[src/design/lvps_pkg.sv]
`timescale 1ns / 1ps

package lvps_pkg;

  localparam int VALVES = 4;
  localparam int TICK_W = 16;
  localparam int CHAN_W = 3;
  localparam int MASK_W = 4;
  localparam int CFG_IDX_W = 2;

  localparam logic [TICK_W-1:0] BOOST_SETTLE_RESET = 16'd50;
  localparam logic [TICK_W-1:0] MUX_SETTLE_RESET = 16'd10;
  localparam logic [TICK_W-1:0] PULSE_RESET = 16'd1500;
  localparam logic [TICK_W-1:0] TICK_MAX = '1;

  localparam logic [CHAN_W-1:0] OPEN_CHAN [4] = '{3'd0, 3'd2, 3'd4, 3'd7};
  localparam logic [CHAN_W-1:0] CLOSE_CHAN [4] = '{3'd3, 3'd1, 3'd6, 3'd5};

  localparam logic MODE_TICK = 1'b0;
  localparam logic MODE_COMMAND = 1'b1;

  typedef enum logic [1:0] {
    PH_IDLE  = 2'd0,
    PH_BOOST = 2'd1,
    PH_MUX   = 2'd2,
    PH_PULSE = 2'd3
  } phase_t;

  localparam logic [CFG_IDX_W-1:0] CFG_BOOST_SETTLE = 2'd0;
  localparam logic [CFG_IDX_W-1:0] CFG_MUX_SETTLE = 2'd1;
  localparam logic [CFG_IDX_W-1:0] CFG_PULSE = 2'd2;

  typedef struct packed {
    logic       mode;
    logic [1:0] valve_index;
    logic       open_request;
  } in_item_t;

  typedef struct packed {
    logic              boost_enable;
    logic [CHAN_W-1:0] mux_channel;
    logic              mux_common;
    logic              led_green;
    logic              led_red;
    logic              busy_res;
    logic [MASK_W-1:0] valve_open_mask;
    logic              command_rejected;
    logic              sequence_done;
  } out_item_t;

  function automatic logic [CHAN_W-1:0] valve_channel(input logic [1:0] valve,
                                                      input logic open_dir);
    logic [CHAN_W-1:0] chan;
    if (open_dir) begin
      chan = OPEN_CHAN[valve];
    end else begin
      chan = CLOSE_CHAN[valve];
    end
    return chan;
  endfunction

endpackage

[src/design/latching_valve_pulse_sequencer.sv]
`timescale 1ns / 1ps

// Channel  Ports                                 Transaction
// in       in_valid / in_ready / in_data         tick or valve command
// out      out_valid / out_ready / out_data      one result per input transaction
// cfg      cfg_we / cfg_index / cfg_data         register write, no wait
//
// Each input transaction updates the sequencer state in the cycle it is accepted,
// and its result is registered in the output register, or in the skid register if that one is stalled.
// A two-entry output buffer (result register plus skid register) lets one new
// transaction be taken per clock; in_ready drops only while the skid register is full.
// Reset is synchronous and active low; it restores the register defaults and idles.

module latching_valve_pulse_sequencer (
  input  logic                                clk,
  input  logic                                rst_n,
  input  logic                                in_valid,
  output logic                                in_ready,
  input  lvps_pkg::in_item_t                  in_data,
  output logic                                out_valid,
  input  logic                                out_ready,
  output lvps_pkg::out_item_t                 out_data,
  input  logic                                cfg_we,
  input  logic [lvps_pkg::CFG_IDX_W-1:0]      cfg_index,
  input  logic [lvps_pkg::TICK_W-1:0]         cfg_data
);

  logic [lvps_pkg::TICK_W-1:0] boost_settle_r;
  logic [lvps_pkg::TICK_W-1:0] mux_settle_r;
  logic [lvps_pkg::TICK_W-1:0] pulse_len_r;

  lvps_pkg::phase_t             phase_r, phase_nxt;
  logic [lvps_pkg::TICK_W-1:0] cnt_r, cnt_nxt;
  logic [1:0]                  valve_r, valve_nxt;
  logic                        dir_r, dir_nxt;
  logic [lvps_pkg::MASK_W-1:0] open_bits_r, open_bits_nxt;

  lvps_pkg::out_item_t          out_r, skid_r, result;
  logic                         out_valid_r, skid_valid_r;

  logic                        accept;
  logic                        pop;
  logic                        advance;
  logic                        rejected;
  logic                        done;
  logic [lvps_pkg::TICK_W-1:0] pulse_eff;

  assign in_ready  = !skid_valid_r;
  assign accept    = in_valid && in_ready;
  assign pop       = out_valid_r && out_ready;
  assign out_valid = out_valid_r;
  assign out_data  = out_r;
  assign pulse_eff = (pulse_len_r == '0) ? lvps_pkg::TICK_W'(1) : pulse_len_r;

  always_ff @(posedge clk) begin
    if (!rst_n) begin
      boost_settle_r <= lvps_pkg::BOOST_SETTLE_RESET;
      mux_settle_r   <= lvps_pkg::MUX_SETTLE_RESET;
      pulse_len_r    <= lvps_pkg::PULSE_RESET;
    end else if (cfg_we) begin
      unique case (cfg_index)
        lvps_pkg::CFG_BOOST_SETTLE: boost_settle_r <= cfg_data;
        lvps_pkg::CFG_MUX_SETTLE:   mux_settle_r   <= cfg_data;
        lvps_pkg::CFG_PULSE:        pulse_len_r    <= cfg_data;
        default: ;
      endcase
    end
  end

  always_comb begin
    phase_nxt     = phase_r;
    cnt_nxt       = cnt_r;
    valve_nxt     = valve_r;
    dir_nxt       = dir_r;
    open_bits_nxt = open_bits_r;
    advance       = 1'b0;
    rejected      = 1'b0;
    done          = 1'b0;

    if (in_data.mode == lvps_pkg::MODE_COMMAND) begin
      if (phase_r != lvps_pkg::PH_IDLE) begin
        rejected = 1'b1;
      end else if (int'(in_data.valve_index) < lvps_pkg::VALVES) begin
        valve_nxt = in_data.valve_index;
        dir_nxt   = in_data.open_request;
        phase_nxt = lvps_pkg::PH_BOOST;
        cnt_nxt   = '0;
        advance   = 1'b1;
      end
    end else if (phase_r != lvps_pkg::PH_IDLE) begin
      if (cnt_r != lvps_pkg::TICK_MAX) begin
        cnt_nxt = cnt_r + lvps_pkg::TICK_W'(1);
      end
      advance = 1'b1;
    end

    if (advance) begin
      if (phase_nxt == lvps_pkg::PH_BOOST && cnt_nxt >= boost_settle_r) begin
        phase_nxt = lvps_pkg::PH_MUX;
        cnt_nxt   = '0;
      end
      if (phase_nxt == lvps_pkg::PH_MUX && cnt_nxt >= mux_settle_r) begin
        phase_nxt = lvps_pkg::PH_PULSE;
        cnt_nxt   = '0;
      end
      if (phase_nxt == lvps_pkg::PH_PULSE && cnt_nxt >= pulse_eff) begin
        open_bits_nxt[valve_nxt] = dir_nxt;
        phase_nxt = lvps_pkg::PH_IDLE;
        cnt_nxt   = '0;
        done      = 1'b1;
      end
    end

    result.busy_res         = (phase_nxt != lvps_pkg::PH_IDLE);
    result.boost_enable     = result.busy_res;
    result.mux_common       = (phase_nxt == lvps_pkg::PH_PULSE);
    result.mux_channel      = '0;
    if (phase_nxt == lvps_pkg::PH_MUX || phase_nxt == lvps_pkg::PH_PULSE) begin
      result.mux_channel = lvps_pkg::valve_channel(valve_nxt, dir_nxt);
    end
    result.led_green        = result.busy_res && dir_nxt;
    result.led_red          = result.busy_res && !dir_nxt;
    result.valve_open_mask  = open_bits_nxt;
    result.command_rejected = rejected;
    result.sequence_done    = done;
  end

  always_ff @(posedge clk) begin
    if (!rst_n) begin
      phase_r     <= lvps_pkg::PH_IDLE;
      cnt_r       <= '0;
      valve_r     <= '0;
      dir_r       <= 1'b0;
      open_bits_r <= '0;
    end else if (accept) begin
      phase_r     <= phase_nxt;
      cnt_r       <= cnt_nxt;
      valve_r     <= valve_nxt;
      dir_r       <= dir_nxt;
      open_bits_r <= open_bits_nxt;
    end
  end

  always_ff @(posedge clk) begin
    if (!rst_n) begin
      out_valid_r  <= 1'b0;
      skid_valid_r <= 1'b0;
    end else if (skid_valid_r) begin
      if (pop) begin
        out_valid_r  <= 1'b1;
        skid_valid_r <= 1'b0;
      end
    end else if (accept) begin
      if (!out_valid_r || pop) begin
        out_valid_r <= 1'b1;
      end else begin
        skid_valid_r <= 1'b1;
      end
    end else if (pop) begin
      out_valid_r <= 1'b0;
    end
  end

  always_ff @(posedge clk) begin
    if (skid_valid_r) begin
      if (pop) begin
        out_r <= skid_r;
      end
    end else if (accept) begin
      if (!out_valid_r || pop) begin
        out_r <= result;
      end else begin
        skid_r <= result;
      end
    end
  end

  a_skid_implies_out: assert property (@(posedge clk) disable iff (!rst_n)
    skid_valid_r |-> out_valid_r)
    else $error("skid register holds a result while the output register is empty");

  a_idle_counter_zero: assert property (@(posedge clk) disable iff (!rst_n)
    (phase_r == lvps_pkg::PH_IDLE) |-> (cnt_r == '0))
    else $error("phase counter nonzero while idle");

  a_pulse_implies_busy: assert property (@(posedge clk) disable iff (!rst_n)
    (out_valid_r && out_r.mux_common) |-> (out_r.busy_res && out_r.boost_enable))
    else $error("drive pulse reported without boost and busy");

  a_reject_not_done: assert property (@(posedge clk) disable iff (!rst_n)
    out_valid_r |-> !(out_r.command_rejected && out_r.sequence_done))
    else $error("a result is both rejected and done");

endmodule
[config.mk]
export PLATFORM = sky130hd
export DESIGN_NAME = latching_valve_pulse_sequencer
export DESIGN_NICKNAME = d
export VERILOG_FILES = /design/src/design/lvps_pkg.sv /design/src/design/latching_valve_pulse_sequencer.sv
export SDC_FILE = /design/constraint.sdc
export NUM_CORES = 1
export LEC_CHECK = 0
export BUFFER_PORTS_ARGS = -buffer_cell sky130_fd_sc_hd__buf_2
export CAP_MARGIN = 30
export CELL_PAD_IN_SITES_DETAIL_PLACEMENT = 0
export CELL_PAD_IN_SITES_GLOBAL_PLACEMENT = 1
export CORE_MARGIN = 10
export CORE_UTILIZATION = 30
export DETAILED_ROUTE_END_ITERATION = 6
export PLACE_DENSITY_LB_ADDON = 0.1
export SETUP_SLACK_MARGIN = 0.4
export SLEW_MARGIN = 10
export SYNTH_ARGS = -nofsm -noshare
export SYNTH_HDL_FRONTEND = slang
export SYNTH_SLANG_ARGS = --single-unit
[constraint.sdc]
create_clock -name clk -period 11.2 [get_ports clk]
set_input_delay 1.12 -clock clk [delete_from_list [all_inputs] [get_ports clk]]
set_output_delay 1.12 -clock clk [all_outputs]
set_load 0.03 [all_outputs]
### Word-level counts from Yosys, hierarchy flattened

Cells that the tools add are included.

| word-level totals | value |
|---|---|
| logic and storage cells | 128 |
| output and inout bits | 16 |
| register bits | 102 |

| operators by class | value |
|---|---|
| reductions and logical operators | 26 |
| equality and inequality tests | 10 |
| order comparisons | 6 |
| add/sub/neg operators | 1 |
| muxes and demuxes | 55 |
| bitwise logic cells | 3 |

Operators by type and width:

| kind | count |
|---|---|
| 2-to-1 mux 16 bit | 11 |
| 2-to-1 mux 14 bit | 4 |
| greater-or-equal comparator 16 bit | 3 |
| 2-to-1 mux 2 bit | 10 |
| 2-to-1 mux 1 bit | 18 |
| 2-to-1 mux 3 bit | 6 |
| adder 16 x 1 -> 16 bit, second input constant | 1 |
| logical NOT 16 bit | 1 |
| != test 16 bit, second input constant | 1 |
| binary-select mux 3 bit (select 2 bit) | 2 |
| == test 2 bit, second input constant | 5 |
| nonzero test 2 bit | 5 |
| AND reduction 3 bit | 3 |
| logical AND 1 bit | 8 |
| 2-to-1 mux 4 bit | 2 |
| AND reduction 2 bit | 3 |
| bitwise mux 4 bit | 1 |
| == test 2 x 1 -> 1 bit, second input constant | 2 |
| greater-or-equal comparator 3 bit, second input constant | 1 |
| logical NOT 1 bit | 3 |
| < comparator 2 x 3 -> 1 bit, second input constant | 1 |
| != test 3 x 2 -> 1 bit, second input constant | 1 |
| NOT 2 -> 3 bit | 1 |
| demux 1 bit (select 2 bit) | 1 |
| other kinds (5) | 7 |

### Depth between registers and ports, before layout

| logic depth | value |
|---|---|
| depth after elaboration | 22 |
| mapped depth | 33 |
| gate-level depth less buffers | 29 |

### Worst setup path before layout

No wires, ideal clock.

| timing path | value |
|---|---|
| path kind | in2reg |
| from | in in_data[3] (netlist bit) |
| to | reg out_r, in the netlist out_data[10], data pin |
| path buffers | 5 |
| slack | 3.791 ns |
| stages on the path | 31 |
| arrival time | 7.239 ns |
| path through | buf_2 > nand2b_1 > or3_4 > or3_1 > mux2_2 > inv_1 > ha_1 > nand2_1 > o21ai_0 > nand2_1 > a311oi_2 > clkbuf_1 > nor2_1 > ha_1 > o21a_1 > o211ai_1 > a211o_1 > o21ai_4 > a31o_1 > buf_6 > clkbuf_1 > nor2_1 > ha_1 > a21o_1 > a21o_1 > a21oi_1 > nor2_1 > nor2_1 > buf_2 > o22ai_1 > o31ai_1 |

| between the ends | value |
|---|---|
| longest elaborated chain between the ends | 19 |
| elaborated cells on any way between the ends | 39 |

RTL lines:

| element | line | source |
|---|---|---|
| start, declared | latching_valve_pulse_sequencer.sv:19 | `input lvps_pkg::in_item_t in_data,` |
| 2-to-1 mux 16 bit or 2-to-1 mux 2 bit (tied branches) | latching_valve_pulse_sequencer.sv:80 | `if (in_data.mode == lvps_pkg::MODE_COMMAND) begin` |
| greater-or-equal comparator 16 bit or == test 2 x 1 -> 1 bit (tied branches) | latching_valve_pulse_sequencer.sv:98 | `if (phase_nxt == lvps_pkg::PH_BOOST && cnt_nxt >= boost_settle_r) begin` |
| logical AND 1 bit | latching_valve_pulse_sequencer.sv:98 |  |
| 2-to-1 mux 16 bit or 2-to-1 mux 2 bit (tied branches) | latching_valve_pulse_sequencer.sv:98 |  |
| 2-to-1 mux 16 bit or 2-to-1 mux 2 bit (tied branches) | latching_valve_pulse_sequencer.sv:97 | `if (advance) begin` |
| greater-or-equal comparator 16 bit or == test 2 bit (tied branches) | latching_valve_pulse_sequencer.sv:102 | `if (phase_nxt == lvps_pkg::PH_MUX && cnt_nxt >= mux_settle_r) begin` |
| logical AND 1 bit | latching_valve_pulse_sequencer.sv:102 |  |
| 2-to-1 mux 16 bit or 2-to-1 mux 2 bit (tied branches) | latching_valve_pulse_sequencer.sv:102 |  |
| [3 not listed] | - |  |
| 2-to-1 mux 2 bit | latching_valve_pulse_sequencer.sv:106 | `if (phase_nxt == lvps_pkg::PH_PULSE && cnt_nxt >= pulse_eff) begin` |
| 2-to-1 mux 2 bit | latching_valve_pulse_sequencer.sv:97 |  |
| == test 2 bit | latching_valve_pulse_sequencer.sv:118 | `if (phase_nxt == lvps_pkg::PH_MUX \|\| phase_nxt == lvps_pkg::PH_PULSE) begin` |
| logical OR 1 bit | latching_valve_pulse_sequencer.sv:118 |  |
| 2-to-1 mux 3 bit (*) | latching_valve_pulse_sequencer.sv:118 |  |
| 2-to-1 mux 14 bit (*) | latching_valve_pulse_sequencer.sv:170 | `if (!out_valid_r \|\| pop) begin` |
| 2-to-1 mux 14 bit (*) | latching_valve_pulse_sequencer.sv:169 | `end else if (accept) begin` |
| 2-to-1 mux 14 bit (*) | latching_valve_pulse_sequencer.sv:165 | `if (skid_valid_r) begin` |
| end signal, assigned | latching_valve_pulse_sequencer.sv:167 | `out_r <= skid_r;` |
| end signal, assigned | latching_valve_pulse_sequencer.sv:171 | `out_r <= result;` |
| end, declared | latching_valve_pulse_sequencer.sv:38 | `lvps_pkg::out_item_t out_r, skid_r, result;` |

Mark *: on every way between the ends. The rest lies on a longest branch, timed or not. The select of a mux whose other input is x is not followed.
A chain may end at the register's enable or synchronous reset.

### Final worst setup path

| timing path | value |
|---|---|
| from | in in_data[3] (netlist bit) |
| to | reg cnt_r[5] (netlist bit) |

| between the ends | value |
|---|---|
| longest elaborated chain between the ends | 13 |
| elaborated cells on any way between the ends | 22 |

RTL lines:

| element | line | source |
|---|---|---|
| 2-to-1 mux 16 bit or 2-to-1 mux 2 bit (tied branches) | latching_valve_pulse_sequencer.sv:80 |  |
| greater-or-equal comparator 16 bit or == test 2 x 1 -> 1 bit (tied branches) | latching_valve_pulse_sequencer.sv:98 |  |
| logical AND 1 bit | latching_valve_pulse_sequencer.sv:98 |  |
| 2-to-1 mux 16 bit or 2-to-1 mux 2 bit (tied branches) | latching_valve_pulse_sequencer.sv:98 |  |
| 2-to-1 mux 16 bit or 2-to-1 mux 2 bit (tied branches) | latching_valve_pulse_sequencer.sv:97 |  |
| greater-or-equal comparator 16 bit or == test 2 bit (tied branches) | latching_valve_pulse_sequencer.sv:102 |  |
| logical AND 1 bit | latching_valve_pulse_sequencer.sv:102 |  |
| 2-to-1 mux 16 bit or 2-to-1 mux 2 bit (tied branches) | latching_valve_pulse_sequencer.sv:102 |  |
| 2-to-1 mux 16 bit or 2-to-1 mux 2 bit (tied branches) | latching_valve_pulse_sequencer.sv:97 |  |
| greater-or-equal comparator 16 bit or == test 2 bit (tied branches) | latching_valve_pulse_sequencer.sv:106 |  |
| logical AND 1 bit | latching_valve_pulse_sequencer.sv:106 |  |
| 2-to-1 mux 16 bit | latching_valve_pulse_sequencer.sv:106 |  |
| 2-to-1 mux 16 bit (*) | latching_valve_pulse_sequencer.sv:97 |  |
| end signal, assigned | latching_valve_pulse_sequencer.sv:137 | `cnt_r <= cnt_nxt;` |
| end, declared | latching_valve_pulse_sequencer.sv:33 | `logic [lvps_pkg::TICK_W-1:0] cnt_r, cnt_nxt;` |

Marked as above.

==> summary.txt <==
STATUS
--------------------------------------------------------------------------------
Status                                                              finished clean

SETUP PATH
--------------------------------------------------------------------------------
CP required                                                            11,480 ps
Buf/Inv on CP                                                                  3
CP Class                                                            input pin to flip-flop
Reg2Reg Capture Point                                                   cnt_r[5]
Setup slack, reg-to-reg                                                  3020 ps
Crit-path leading delay family                                      compound AO/OA/AOI/OAI gates
Kind of start point of the critical path                               input pin
Kind of capture point of the worst setup path                          flip-flop
Crit-path max cell delay                                                  620 ps
Path depth of the worst reg2reg path                                          28
Slowest cell on crit path                                           sky130_fd_sc_hd__a221o_1
Data arrival at the endpoint of the critical path                        8490 ps
Launching point of the worst reg2reg path                             phase_r[1]
Worst-path fanout max                                                         20

TIMING
--------------------------------------------------------------------------------
Time the final worst path needs with I/O delays and setup                8210 ps
Layout Skew                                                              10.8 ps
Number of setup violations in the final report                                 0
Setup repair after global routing missed its margin                        false
Endpoints failing hold                                                         0
Final Max Slew Viols                                                           0
Max-slew headroom at the worst pin                                         0.449
Share of the clock period used by the worst path                           0.733
Sum Neg Setup Slack                                                         0 ps
Achievable frequency                                                     122 MHz
Slew at the pin with the worst max-slew slack                             804 ps

DIE
--------------------------------------------------------------------------------
Num rows                                                                      52
Top Ports                                                                     43
Core area                                                           0.0201 sq mm
Die Wd                                                                    162 um
Die H                                                                     162 um
DIE AREA                                                            0.0264 sq mm
Effective utilization at floorplan                                         0.303

CTS
--------------------------------------------------------------------------------
Clock buffers created by TritonCTS                                             9
Post-CTS Hold Fix Bufs                                                         0
Clk buf depth                                                                  2
Clock Root Buffer                                                   sky130_fd_sc_hd__clkbuf_16
TritonCTS clock tree                                                         yes
Number of sinks on the clock net                                             101
Post-CTS setup buffer count                                                    0
Clk slew on worst S/H paths                                                70 ps
Clock latency on the worst-skew pair                                      360 ps
Total number of H-tree levels                                                  3
CTS resizes                                                                    0

DETAILED ROUTING
--------------------------------------------------------------------------------
DRC violation total after the first TritonRoute iteration                    200
Average wire length per cell after detail routing                        17.4 um
Routed via count                                                           5,141
Remaining DRCs                                                                 0
Remaining antenna violation count after routing                                0
Wire length after detailed routing                                     18,000 um
Number of detailed-route iterations in the first pass                          4
DR vias/cell                                                                4.94

SYNTH
--------------------------------------------------------------------------------
Commonest register cell after synthesis                             sky130_fd_sc_hd__dfxtp_1
FFs w/ async S/R, synth                                                        0
Post-synthesis cell type count                                                67
Sequential-to-total area share from yosys stat                             0.375
Cell count after synthesis                                                   737
Number of storage elements in the synthesis netlist                          101
Post-synth EDFFs                                                              26
Area of the mapped netlist                                          0.00609 sq mm
Synthesized net count                                                        814
Avg Inst Size Synth                                                   8.26 sq um
Total of warnings raised by yosys                                              0

CELLS AND AREA
--------------------------------------------------------------------------------
Layout overhead on the synthesized area                                    13.1%
Most common library cell in the layout ignoring fill and taps       sky130_fd_sc_hd__nand2_1
Final layout net count                                                       842
Cell area after layout                                              0.00689 sq mm
Fraction of layout instances using a drive strength above 1                0.130
Most used cells in the layout excluding fill and tap cells          sky130_fd_sc_hd__nand2_1, sky130_fd_sc_hd__inv_1, sky130_fd_sc_hd__dfxtp_1, sky130_fd_sc_hd__nor2_1, sky130_fd_sc_hd__ha_1
Antenna diode instance count                                                   0

PWR
--------------------------------------------------------------------------------
Power per unit of standard cell area                                 120 mW/mm^2
Total leakage power                                                   0.00288 uW
Fraction of power consumed by sequential logic                             0.477
Clk network pwr share                                                      0.401
Total net switching power                                                 228 uW
Internal                                                                  597 uW
Sw Ratio                                                                   0.277
Comb pwr share                                                             0.122
Worst VDD drop                                                           69.3 uV

WORST HOLD PATH
--------------------------------------------------------------------------------
Hold Crit Class                                                     flip-flop to flip-flop
Hold-critical path endpoint                                         mux_settle_r[12]
Hold path startpoint                                                mux_settle_r[12]
Cell depth of the worst min-delay path                                         2

JOB
--------------------------------------------------------------------------------
Max-cap violation count                                                        0

GLOBAL ROUTE
--------------------------------------------------------------------------------
Number of global-route vias before repair                                  5,222
Number of antenna violations at the first check in global routing              0
Wire length of the first global-routing pass                           29,000 um
Aggregate global routing overflow                                              0
GRT Resource Usage Total                                                   0.140
Maximum number of pins on one net before global-route repair                  37

PLACE
--------------------------------------------------------------------------------
Placed wire-length estimate                                            13,900 um
Placer Congestion                                                          0.858
Placed standard-cell area                                           0.00656 sq mm
Buffers on Ports                                                              42

## worst min-delay path: cells and delay by family (launching register included)
family / cells / cell delay, ps
compound gates: 1 / 60
flops: 1 / 310
simple gates: 1 / 50
## cell usage after synthesis, types with 4 or more instances
library cell	count	area, sq um
sky130_fd_sc_hd__or3_1	4	25.0
sky130_fd_sc_hd__o21a_1	9	67.6
sky130_fd_sc_hd__nand3_1	16	80.1
sky130_fd_sc_hd__nand2_1	147	552
sky130_fd_sc_hd__nor4_1	6	37.5
sky130_fd_sc_hd__a21boi_0	38	285
sky130_fd_sc_hd__buf_2	5	25.0
sky130_fd_sc_hd__o21ai_0	20	100
sky130_fd_sc_hd__dfxtp_1	75	1500
sky130_fd_sc_hd__and4_1	4	35.0
sky130_fd_sc_hd__and2_1	5	31.3
sky130_fd_sc_hd__nand2b_1	5	31.3
sky130_fd_sc_hd__o211ai_1	18	135
sky130_fd_sc_hd__clkbuf_1	29	109
sky130_fd_sc_hd__nor2_1	55	206
sky130_fd_sc_hd__o311a_1	4	40.0
sky130_fd_sc_hd__o21ai_2	9	78.8
sky130_fd_sc_hd__nor3_1	4	20.0
sky130_fd_sc_hd__nand4_1	6	37.5
sky130_fd_sc_hd__o41a_1	4	45.0
sky130_fd_sc_hd__a21oi_1	28	140
sky130_fd_sc_hd__a211oi_1	4	30.0
sky130_fd_sc_hd__mux2_2	9	101
sky130_fd_sc_hd__inv_1	77	289
sky130_fd_sc_hd__o31ai_1	11	82.6
sky130_fd_sc_hd__o41ai_1	4	35.0
sky130_fd_sc_hd__edfxtp_1	26	781
sky130_fd_sc_hd__ha_1	50	626
sky130_fd_sc_hd__and3_1	7	43.8
## stage by stage
stage	total power [uW]	std cells	util	setup WS, ps	hold slack (ps)
2_1_floorplan	468	737	-	3790	443
3_3_place_gp	502	1020	0.325	2100	458
3_5_place_dp	504	1021	0.326	1710	458
4_1_cts	840	1037	0.341	2050	469
5_1_grt	865	1040	0.342	2320	490
6_report	825	1040	0.342	2990	467
## kinds of logic (layout without fill, tap and decap cells)
| family | count (synthesis) | in the layout | synth area share |
|---|---|---|---|
| AO/OA/AOI/OAI | 182 | 182 | 0.219 |
| XOR/XNOR | 2 | 2 | 0.00288 |
| adder cells (fa/ha/maj) | 50 | 50 | 0.103 |
| buffers and inverters | 114 | 147 | 0.0744 |
| flip-flops | 101 | 101 | 0.375 |
| multiplexers | 12 | 12 | 0.0216 |
| AND/OR/NAND/NOR | 276 | 276 | 0.204 |
## worst max path at each step
| stage | start | endpoint | cells after the start |
|---|---|---|---|
| after floorplan | in_data[3] | out_data[10] | 31 |
| after global placement | in_data[3] | out_data[7] | 27 |
| after detailed placement | in_data[3] | out_data[7] | 26 |
| after CTS | in_data[3] | out_data[7] | 26 |
| after global routing | phase_r[1] | out_data[7] | 29 |
| final | in_data[3] | cnt_r[5] | 27 |
## metal layers
| layer | vias up | part of all wire | GRT usage | routed length (um) |
|---|---|---|---|---|
| met5 | - | 0 | 0 | 0 |
| met4 | 0 | 0.024 | 0.0533 | 435 |
| met3 | 25 | 0.039 | 0.0329 | 696 |
| met2 | 82 | 0.46 | 0.226 | 8300 |
| met1 | 2412 | 0.48 | 0.176 | 8610 |
| li1 | 2622 | - | - | - |
## area by class of cell
| type | instances | area [sq um] |
|---|---|---|
| sequential | 101 | 2280 |
| fill | 2124 | 13200 |
| multi-input combinational | 522 | 3360 |
| clock inverter | 7 | 81.3 |
| tap | 270 | 338 |
| inverter | 77 | 289 |
| clock buffer | 9 | 225 |
| timing repair buffer | 54 | 313 |
## registers in the layout, summed over array words and instances (netlist names), 2 cells and up
signal          count
boost_settle_r     16
cnt_r              16
out_data           13
valve_r             2
phase_r             2
skid_r             13
pulse_len_r        16
mux_settle_r       16
open_bits_r         4
## power by group through the flow
stage	clock [uW]	sequential, uW	combinational (uW)
floorplan	0	410	58.5
global placement	0	402	99.7
detailed placement	0	403	101
CTS	345	394	102
global route	357	396	113
finish	331	394	100
Power figures use the tool's default switching activity.
